==> config.mk <==
export PLATFORM = sky130hd
export DESIGN_NAME = pooled_linked_list_manager
export DESIGN_NICKNAME = d
export VERILOG_FILES = /design/src/plm_pkg.sv /design/src/plm_cell.sv /design/src/plm_chain.sv /design/src/pooled_linked_list_manager.sv
export SDC_FILE = /design/constraint.sdc
export NUM_CORES = 1
export LEC_CHECK = 0
export ABC_AREA = 1
export CAP_MARGIN = 20
export CORE_MARGIN = 10
export CORE_UTILIZATION = 45
export DETAILED_ROUTE_END_ITERATION = 16
export DONT_BUFFER_PORTS = 1
export PLACE_DENSITY = 0.6
export SYNTH_ARGS = -nofsm -noshare
export SYNTH_HDL_FRONTEND = slang
export SYNTH_HIERARCHICAL = 1
export SYNTH_SLANG_ARGS = --single-unit
==> constraint.sdc <==
create_clock -name aclk -period 5.2 [get_ports aclk]
set_input_delay 0.26 -clock aclk [delete_from_list [all_inputs] [get_ports aclk]]
set_output_delay 0.26 -clock aclk [all_outputs]
set_load 0.03 [all_outputs]
==> src/plm_pkg.sv <==
// Shared constants, codes and types of the pooled linked list manager.
package plm_pkg;

    localparam int NODE_COUNT = 16;
    localparam int MAX_OUT    = 16;
    localparam int CAP_LIMIT  = (NODE_COUNT < MAX_OUT) ? NODE_COUNT : MAX_OUT;
    localparam int IDX_W      = $clog2(NODE_COUNT);
    localparam int LEN_W      = 5;
    localparam int VAL_W      = 32;
    localparam int OP_W       = 3;
    localparam int STATUS_W   = 2;
    localparam int IN_W       = OP_W + LEN_W + VAL_W;
    localparam int OUT_W      = STATUS_W + LEN_W + VAL_W + VAL_W + 1;
    localparam int IN_BYTES_W  = ((IN_W + 7) / 8) * 8;
    localparam int OUT_BYTES_W = ((OUT_W + 7) / 8) * 8;

    typedef enum logic [OP_W-1:0] {
        OP_INSERT_HEAD = 3'd0,
        OP_INSERT_TAIL = 3'd1,
        OP_INSERT_AT   = 3'd2,
        OP_REMOVE_HEAD = 3'd3,
        OP_REMOVE_TAIL = 3'd4,
        OP_REMOVE_AT   = 3'd5,
        OP_LIST_ALL    = 3'd6
    } opcode_t;

    typedef enum logic [STATUS_W-1:0] {
        ST_OK        = 2'd0,
        ST_OVERFLOW  = 2'd1,
        ST_UNDERFLOW = 2'd2,
        ST_BAD_INDEX = 2'd3
    } status_t;

    typedef enum logic [1:0] {
        CELL_HOLD,
        CELL_INSERT,
        CELL_REMOVE,
        CELL_ROTATE
    } cell_op_t;

    // Command broadcast to every cell of the row.
    typedef struct packed {
        cell_op_t               op;
        logic [IDX_W-1:0]       index;
    } cell_cmd_t;

    typedef enum logic [1:0] {
        FSM_IDLE,
        FSM_APPLY,
        FSM_REPORT,
        FSM_LIST
    } fsm_state_t;

endpackage

==> src/plm_cell.sv <==
// One element cell: holds a value and takes a neighbor's, the new or the head value as the row changes.
module plm_cell (
    input  logic                                aclk,
    input  plm_pkg::cell_cmd_t                  cmd,
    input  logic [plm_pkg::IDX_W-1:0]           my_index,
    input  logic [plm_pkg::VAL_W-1:0]           prev_value,
    input  logic [plm_pkg::VAL_W-1:0]           next_value,
    input  logic [plm_pkg::VAL_W-1:0]           head_value,
    input  logic [plm_pkg::VAL_W-1:0]           new_value,
    output logic [plm_pkg::VAL_W-1:0]           value
);

    logic [plm_pkg::VAL_W-1:0] value_reg;
    logic [plm_pkg::VAL_W-1:0] value_next;

    always_comb begin
        value_next = value_reg;
        case (cmd.op)
            plm_pkg::CELL_INSERT: begin
                if (my_index == cmd.index) begin
                    value_next = new_value;
                end else if (my_index > cmd.index) begin
                    value_next = prev_value;
                end
            end
            plm_pkg::CELL_REMOVE: begin
                if (my_index >= cmd.index) begin
                    value_next = next_value;
                end
            end
            plm_pkg::CELL_ROTATE: begin
                // The last occupied cell wraps the head around to the back.
                if (my_index == cmd.index) begin
                    value_next = head_value;
                end else if (my_index < cmd.index) begin
                    value_next = next_value;
                end
            end
            default: begin
                value_next = value_reg;
            end
        endcase
    end

    always_ff @(posedge aclk) begin
        value_reg <= value_next;
    end

    assign value = value_reg;

endmodule

==> src/plm_chain.sv <==
// Row of element cells holding the list in order, head in cell zero.
module plm_chain (
    input  logic                                aclk,
    input  plm_pkg::cell_cmd_t                  cmd,
    input  logic [plm_pkg::VAL_W-1:0]           new_value,
    input  logic [plm_pkg::IDX_W-1:0]           tail_index,
    output logic [plm_pkg::VAL_W-1:0]           head_value,
    output logic [plm_pkg::VAL_W-1:0]           tail_value
);

    logic [plm_pkg::VAL_W-1:0] cell_values [plm_pkg::NODE_COUNT];

    for (genvar i = 0; i < plm_pkg::NODE_COUNT; i++) begin : g_cell
        logic [plm_pkg::VAL_W-1:0] prev_value;
        logic [plm_pkg::VAL_W-1:0] next_value;

        if (i == 0) begin : g_first
            assign prev_value = '0;
        end else begin : g_mid_prev
            assign prev_value = cell_values[i-1];
        end

        if (i == plm_pkg::NODE_COUNT - 1) begin : g_last
            assign next_value = '0;
        end else begin : g_mid_next
            assign next_value = cell_values[i+1];
        end

        plm_cell u_cell (
            .aclk       (aclk),
            .cmd        (cmd),
            .my_index   (plm_pkg::IDX_W'(i)),
            .prev_value (prev_value),
            .next_value (next_value),
            .head_value (cell_values[0]),
            .new_value  (new_value),
            .value      (cell_values[i])
        );
    end

    assign head_value = cell_values[0];
    assign tail_value = cell_values[tail_index];

endmodule

==> src/pooled_linked_list_manager.sv <==
// Pooled linked list manager: command decode, length bookkeeping and result stream.
//
// The list is held in order in a row of 16 cells, head first; inserts and removes shift the
// cells behind the affected position by one place, all in the same step. A command passes
// through accept, apply and report before its result beat, and a listing sends one beat per
// element, since the row rotates by one cell for each element sent.
// A new command is taken once the previous one has produced its last result; the result
// register holds a beat until the consumer takes it. The capacity register can be written at
// any time the block is idle and takes effect on the next command.

module pooled_linked_list_manager (
    input  logic                                aclk,
    input  logic                                aresetn,

    input  logic                                cfg_valid,
    output logic                                cfg_ready,
    input  logic [plm_pkg::LEN_W-1:0]           cfg_data,     // list_capacity

    input  logic                                s_tvalid,
    output logic                                s_tready,
    // opcode [2:0], position [7:3], value [39:8]
    input  logic [plm_pkg::IN_BYTES_W-1:0]      s_tdata,

    output logic                                m_tvalid,
    input  logic                                m_tready,
    // status [1:0], element_count [6:2], element_value [38:7], tail_value [70:39],
    // list_empty [71]
    output logic [plm_pkg::OUT_BYTES_W-1:0]     m_tdata,
    output logic                                m_tlast
);

    localparam int LEN_W = plm_pkg::LEN_W;
    localparam int IDX_W = plm_pkg::IDX_W;
    localparam int VAL_W = plm_pkg::VAL_W;

    plm_pkg::fsm_state_t            state_reg, state_next;
    logic [plm_pkg::OP_W-1:0]       op_reg, op_next;
    logic [LEN_W-1:0]               pos_reg, pos_next;
    logic [VAL_W-1:0]               val_reg, val_next;
    logic [LEN_W-1:0]               length_reg, length_next;
    logic [LEN_W-1:0]               capacity_reg;
    plm_pkg::status_t               status_reg, status_next;
    logic [LEN_W-1:0]               count_reg, count_next;
    logic [VAL_W-1:0]               list_tail_reg, list_tail_next;
    logic                           m_tvalid_reg, m_tvalid_next;
    logic [plm_pkg::OUT_BYTES_W-1:0] m_tdata_reg, m_tdata_next;
    logic                           m_tlast_reg, m_tlast_next;

    plm_pkg::cell_cmd_t             cmd;
    logic [VAL_W-1:0]               head_value;
    logic [VAL_W-1:0]               tail_value;
    logic [IDX_W-1:0]               last_index;
    logic [LEN_W-1:0]               work_cap;
    logic [LEN_W:0]                 len_plus_one;
    logic [LEN_W:0]                 pos_wide;
    logic [LEN_W-1:0]               len_minus_one;
    logic                           list_is_empty;
    logic                           out_free;
    logic                           in_accept;
    logic                           pos_bad_insert;
    logic                           pos_bad_remove;
    logic                           list_last;

    assign cfg_ready = 1'b1;
    assign s_tready  = (state_reg == plm_pkg::FSM_IDLE);
    assign in_accept = s_tvalid && s_tready;

    assign work_cap = (capacity_reg > LEN_W'(plm_pkg::CAP_LIMIT)) ?
                      LEN_W'(plm_pkg::CAP_LIMIT) : capacity_reg;
    assign len_plus_one   = {1'b0, length_reg} + (LEN_W+1)'(1);
    assign pos_wide       = {1'b0, pos_reg};
    assign len_minus_one  = length_reg - LEN_W'(1);
    assign last_index     = len_minus_one[IDX_W-1:0];
    assign list_is_empty  = (length_reg == '0);
    assign out_free       = !m_tvalid_reg || m_tready;
    assign pos_bad_insert = (pos_reg == '0) || (pos_wide > len_plus_one);
    assign pos_bad_remove = (pos_reg == '0) || (pos_reg > length_reg);
    assign list_last      = (count_reg == len_minus_one);

    plm_chain u_chain (
        .aclk       (aclk),
        .cmd        (cmd),
        .new_value  (val_reg),
        .tail_index (last_index),
        .head_value (head_value),
        .tail_value (tail_value)
    );

    always_comb begin
        state_next     = state_reg;
        op_next        = op_reg;
        pos_next       = pos_reg;
        val_next       = val_reg;
        length_next    = length_reg;
        status_next    = status_reg;
        count_next     = count_reg;
        list_tail_next = list_tail_reg;
        m_tvalid_next  = m_tvalid_reg && !m_tready;
        m_tdata_next   = m_tdata_reg;
        m_tlast_next   = m_tlast_reg;
        cmd.op         = plm_pkg::CELL_HOLD;
        cmd.index      = '0;

        case (state_reg)
            plm_pkg::FSM_IDLE: begin
                if (in_accept) begin
                    op_next    = s_tdata[2:0];
                    pos_next   = s_tdata[7:3];
                    val_next   = s_tdata[39:8];
                    state_next = plm_pkg::FSM_APPLY;
                end
            end
            plm_pkg::FSM_APPLY: begin
                status_next = plm_pkg::ST_OK;
                state_next  = plm_pkg::FSM_REPORT;
                case (op_reg)
                    plm_pkg::OP_INSERT_HEAD, plm_pkg::OP_INSERT_TAIL: begin
                        if (length_reg >= work_cap) begin
                            status_next = plm_pkg::ST_OVERFLOW;
                        end else begin
                            cmd.op      = plm_pkg::CELL_INSERT;
                            cmd.index   = (op_reg == plm_pkg::OP_INSERT_HEAD) ?
                                          '0 : length_reg[IDX_W-1:0];
                            length_next = length_reg + LEN_W'(1);
                        end
                    end
                    plm_pkg::OP_INSERT_AT: begin
                        if (length_reg >= work_cap) begin
                            status_next = plm_pkg::ST_OVERFLOW;
                        end else if (pos_bad_insert) begin
                            status_next = plm_pkg::ST_BAD_INDEX;
                        end else begin
                            cmd.op      = plm_pkg::CELL_INSERT;
                            cmd.index   = IDX_W'(pos_reg - LEN_W'(1));
                            length_next = length_reg + LEN_W'(1);
                        end
                    end
                    plm_pkg::OP_REMOVE_HEAD, plm_pkg::OP_REMOVE_TAIL: begin
                        if (list_is_empty) begin
                            status_next = plm_pkg::ST_UNDERFLOW;
                        end else begin
                            cmd.op      = plm_pkg::CELL_REMOVE;
                            cmd.index   = (op_reg == plm_pkg::OP_REMOVE_HEAD) ?
                                          '0 : last_index;
                            length_next = len_minus_one;
                        end
                    end
                    plm_pkg::OP_REMOVE_AT: begin
                        if (pos_bad_remove) begin
                            status_next = plm_pkg::ST_BAD_INDEX;
                        end else begin
                            cmd.op      = plm_pkg::CELL_REMOVE;
                            cmd.index   = IDX_W'(pos_reg - LEN_W'(1));
                            length_next = len_minus_one;
                        end
                    end
                    plm_pkg::OP_LIST_ALL: begin
                        // An empty list answers with one ordinary report beat.
                        if (!list_is_empty) begin
                            list_tail_next = tail_value;
                            count_next     = '0;
                            state_next     = plm_pkg::FSM_LIST;
                        end
                    end
                    default: begin
                        status_next = plm_pkg::ST_OK;
                    end
                endcase
            end
            plm_pkg::FSM_REPORT: begin
                if (out_free) begin
                    m_tvalid_next = 1'b1;
                    m_tlast_next  = 1'b1;
                    m_tdata_next  = '0;
                    m_tdata_next[1:0]   = status_reg;
                    m_tdata_next[6:2]   = length_reg;
                    m_tdata_next[38:7]  = list_is_empty ? '0 : head_value;
                    m_tdata_next[70:39] = list_is_empty ? '0 : tail_value;
                    m_tdata_next[71]    = list_is_empty;
                    state_next = plm_pkg::FSM_IDLE;
                end
            end
            plm_pkg::FSM_LIST: begin
                if (out_free) begin
                    m_tvalid_next = 1'b1;
                    m_tlast_next  = list_last;
                    m_tdata_next  = '0;
                    m_tdata_next[1:0]   = plm_pkg::ST_OK;
                    m_tdata_next[6:2]   = length_reg;
                    m_tdata_next[38:7]  = head_value;
                    m_tdata_next[70:39] = list_tail_reg;
                    m_tdata_next[71]    = 1'b0;
                    // Rotating the occupied cells brings the next element to the head;
                    // after a full pass the row is back in its original order.
                    cmd.op     = plm_pkg::CELL_ROTATE;
                    cmd.index  = last_index;
                    count_next = count_reg + LEN_W'(1);
                    if (list_last) begin
                        state_next = plm_pkg::FSM_IDLE;
                    end
                end
            end
            default: begin
                state_next = plm_pkg::FSM_IDLE;
            end
        endcase
    end

    always_ff @(posedge aclk) begin
        if (!aresetn) begin
            state_reg    <= plm_pkg::FSM_IDLE;
            length_reg   <= '0;
            capacity_reg <= LEN_W'(16);
            m_tvalid_reg <= 1'b0;
        end else begin
            state_reg    <= state_next;
            length_reg   <= length_next;
            m_tvalid_reg <= m_tvalid_next;
            if (cfg_valid && cfg_ready) begin
                capacity_reg <= cfg_data;
            end
        end
    end

    always_ff @(posedge aclk) begin
        op_reg        <= op_next;
        pos_reg       <= pos_next;
        val_reg       <= val_next;
        status_reg    <= status_next;
        count_reg     <= count_next;
        list_tail_reg <= list_tail_next;
        m_tdata_reg   <= m_tdata_next;
        m_tlast_reg   <= m_tlast_next;
    end

    assign m_tvalid = m_tvalid_reg;
    assign m_tdata  = m_tdata_reg;
    assign m_tlast  = m_tlast_reg;

endmodule
==> results.json <==
{
  "pre_cts_slack_ns": 0.385,
  "async_reset_ff_frac": 0,
  "synthFlopType": "edfxtp_1",
  "synth-seq-cells": 677,
  "grt_overflow_total": 0,
  "pin_count": 126,
  "drc": 0,
  "insertion_delay_ns": 0.70,
  "nNetsFinal": 7744,
  "placed_cells": 8999,
  "final.setup.tns_ns": 0,
  "r2r_end": "u_chain/g_cell[8].u_cell/value[18]",
  "clock_path_buffers": 3,
  "cts_buffers": 84,
  "post_cts_buffers": 0,
  "yosysSeqAreaShare": 0.382,
  "cp_max_fo": 32,
  "combPwrFrac": 0.453,
  "largest_reg_flops": 512,
  "routedWlPerCell_um": 18.9,
  "ant_nets": 0,
  "rsz0062_at_grt": "no",
  "wl_met1_um": 77800,
  "drtIter0Drc": 5679,
  "critPathArrivalTime_ns": 5.03,
  "final_area_um2": 56900,
  "finalCriticalPeriod_ns": 4.72,
  "core-area_um2": 116000,
  "final_util": 0.489,
  "cts_sinks": 677,
  "power_density_nw_per_um2": 536,
  "hpwl_um": 127000,
  "grt_pass1_wl_um": 268000,
  "worstSetupPathType": "reg -> reg",
  "path_common_cell": "nand2_1",
  "synth_warnings": 6,
  "hold_start": "s_tdata[0]",
  "routed.top_layer": "met4",
  "worst-r2r-cell-count": 25,
  "required_ns": 5.51,
  "synthCells": 7631,
  "fin_ws_ns": 0.476,
  "instances_no_fill": 9203,
  "leakagePower_uw": 0.0245,
  "dieWidth_um": 363,
  "initial_utilization": 0.454,
  "grt_usage": 0.254,
  "max_slew_margin": 0.162,
  "period_share": 0.909,
  "place_area_um2": 53700,
  "grt_max_degree": 143,
  "drive_above_1_share": 0.0703,
  "setup_violations": 0,
  "tightest_slew_ns": 1.26,
  "route.met2.wl_um": 77100,
  "hold_violations": 0,
  "hold_path_class": "in -> reg",
  "vias": 49349,
  "crit_slowest_cell": "nor2_4",
  "chipHeight_um": 363,
  "htreeDepth": 3,
  "synth.cell_area_um2": 52900,
  "hold_depth": 1,
  "final_cell_mix": "2536 x nand2_1, 995 x nor2_1, 969 x nand3_1, 664 x edfxtp_1, 599 x inv_1",
  "p_switching_uw": 14400,
  "peakVddDrop_v": 0.000280,
  "cpPeakStageDelay_ns": 0.44,
  "drv_cap": 0,
  "antenna_found_initial": 2,
  "dr.pass1.iters": 6,
  "routed_wl_um": 174000,
  "fin_skew_ns": 0.0454,
  "p_seq_frac": 0.349,
  "grt_pass1_vias": 44349,
  "synth_enable_flop_cells": 664,
  "cts_root_buffer": "clkbuf_16",
  "cts_resized": 0,
  "die_area_um2": 132000,
  "endpoint_kind": "register",
  "p_clk_frac": 0.197,
  "gp_congestion": 0.869,
  "area_growth_pct": 7.64,
  "start_kind": "register",
  "fmax_mhz": 212,
  "portBuffers": 0,
  "synth.avg_cell_area_um2": 6.93,
  "vias_per_cell": 5.36,
  "outcome": "complete, no violations",
  "yosysUniqueCellTypes": 38,
  "swShare": 0.471,
  "dr_wl_met3_um": 14900,
  "min_to": "op_reg[0]",
  "maxSlewViolCount": 0,
  "r2r_slack_ns": 0.48,
  "r2r_start": "capacity_reg[3]",
  "layout_commonest_cell": "nand2_1",
  "clk_pin_slew_worst_paths_ns": 0.06,
  "p_int_uw": 16100,
  "rows": 125,
  "cts_tree": "built"
}
-- metrics by stage --
step	hold slack, ns	power, uW
global route	0.165	32500
global placement	0.359	23900
CTS	0.144	30300
finish	0.181	30500
floorplan	0.359	19400
detailed placement	0.359	24200
-- Yosys cell counts, types with 64 or more instances --
cell type / instances / share of area
nand2_1: 2538 / 0.18
nor2_1: 1029 / 0.073
nand3_1: 969 / 0.092
edfxtp_1: 664 / 0.38
inv_1: 603 / 0.043
o21ai_0: 485 / 0.046
o211ai_1: 229 / 0.033
or2_1: 206 / 0.024
buf_2: 186 / 0.018
buf_6: 134 / 0.029
ha_1: 83 / 0.020
clkbuf_1: 78 / 0.0055
buf_4: 70 / 0.0099
or2_2: 64 / 0.0076
-- worst max path at each step --
stage / cells past startpoint / start / end / slack, ns
2_1_floorplan: 21 / length_reg[0] / u_chain/g_cell[0].u_cell/value[0] / 0.01
3_3_place_gp: 29 / length_reg[0] / u_chain/g_cell[1].u_cell/value[29] / 0.45
3_5_place_dp: 28 / length_reg[1] / u_chain/g_cell[1].u_cell/value[25] / 0.39
4_1_cts: 28 / length_reg[1] / u_chain/g_cell[1].u_cell/value[25] / 0.33
5_1_grt: 26 / length_reg[1] / u_chain/g_cell[8].u_cell/value[18] / 0.02
6_report: 25 / capacity_reg[3] / u_chain/g_cell[8].u_cell/value[18] / 0.48
-- worst max-delay path: cells and delay by family, from the launching register on --
family / cells / cell delay [ns]
fa+ha+maj: 2 / 0.58
buf+inv: 5 / 0.73
compound gates: 1 / 0.21
flops: 1 / 0.33
simple gates: 17 / 2.44
-- power groups by stage --
stage               Clock [uW]  Combinational [uW]  Sequential [uW]
finish                    6020               13800            10600
global route              6330               15400            10800
CTS                       6120               13600            10600
detailed placement           0               13500            10700
global placement             0               13300            10600
floorplan                    0                9420            10000
-- per-layer routing --
metal | global-route usage | vias up
li1 | - | 24618
met1 | 0.370 | 22576
met2 | 0.396 | 1988
met3 | 0.0314 | 167
met4 | 0.0640 | 0
met5 | 0 | -
-- kinds of logic after synthesis --
| kind of cell | share of synthesized area |
|---|---|
| buffers and inverters | 0.109 |
| XOR/XNOR | 0.00182 |
| adder cells (fa/ha/maj) | 0.0196 |
| other | 0.000213 |
| AND/OR/NAND/NOR | 0.387 |
| flip-flops | 0.382 |
| AO/OA/AOI/OAI | 0.0997 |
-- repair_timing --
action	4_1_cts	5_1_grt
hold endpoints to repair	53	0
setup endpoints to repair	0	45
hold buffers	49	0
-- layout make-up --
cell class / count / area (um^2)
fillers: 11579 / 59500
multi-input cells: 5979 / 27700
flip-flops and latches: 677 / 20200
inverters: 652 / 2470
clock buffers: 100 / 2180
well taps: 1524 / 1910
repair buffers: 217 / 1880
clock inverters: 53 / 563
diodes: 1 / 2.50
Power figures use the tool's default switching activity.
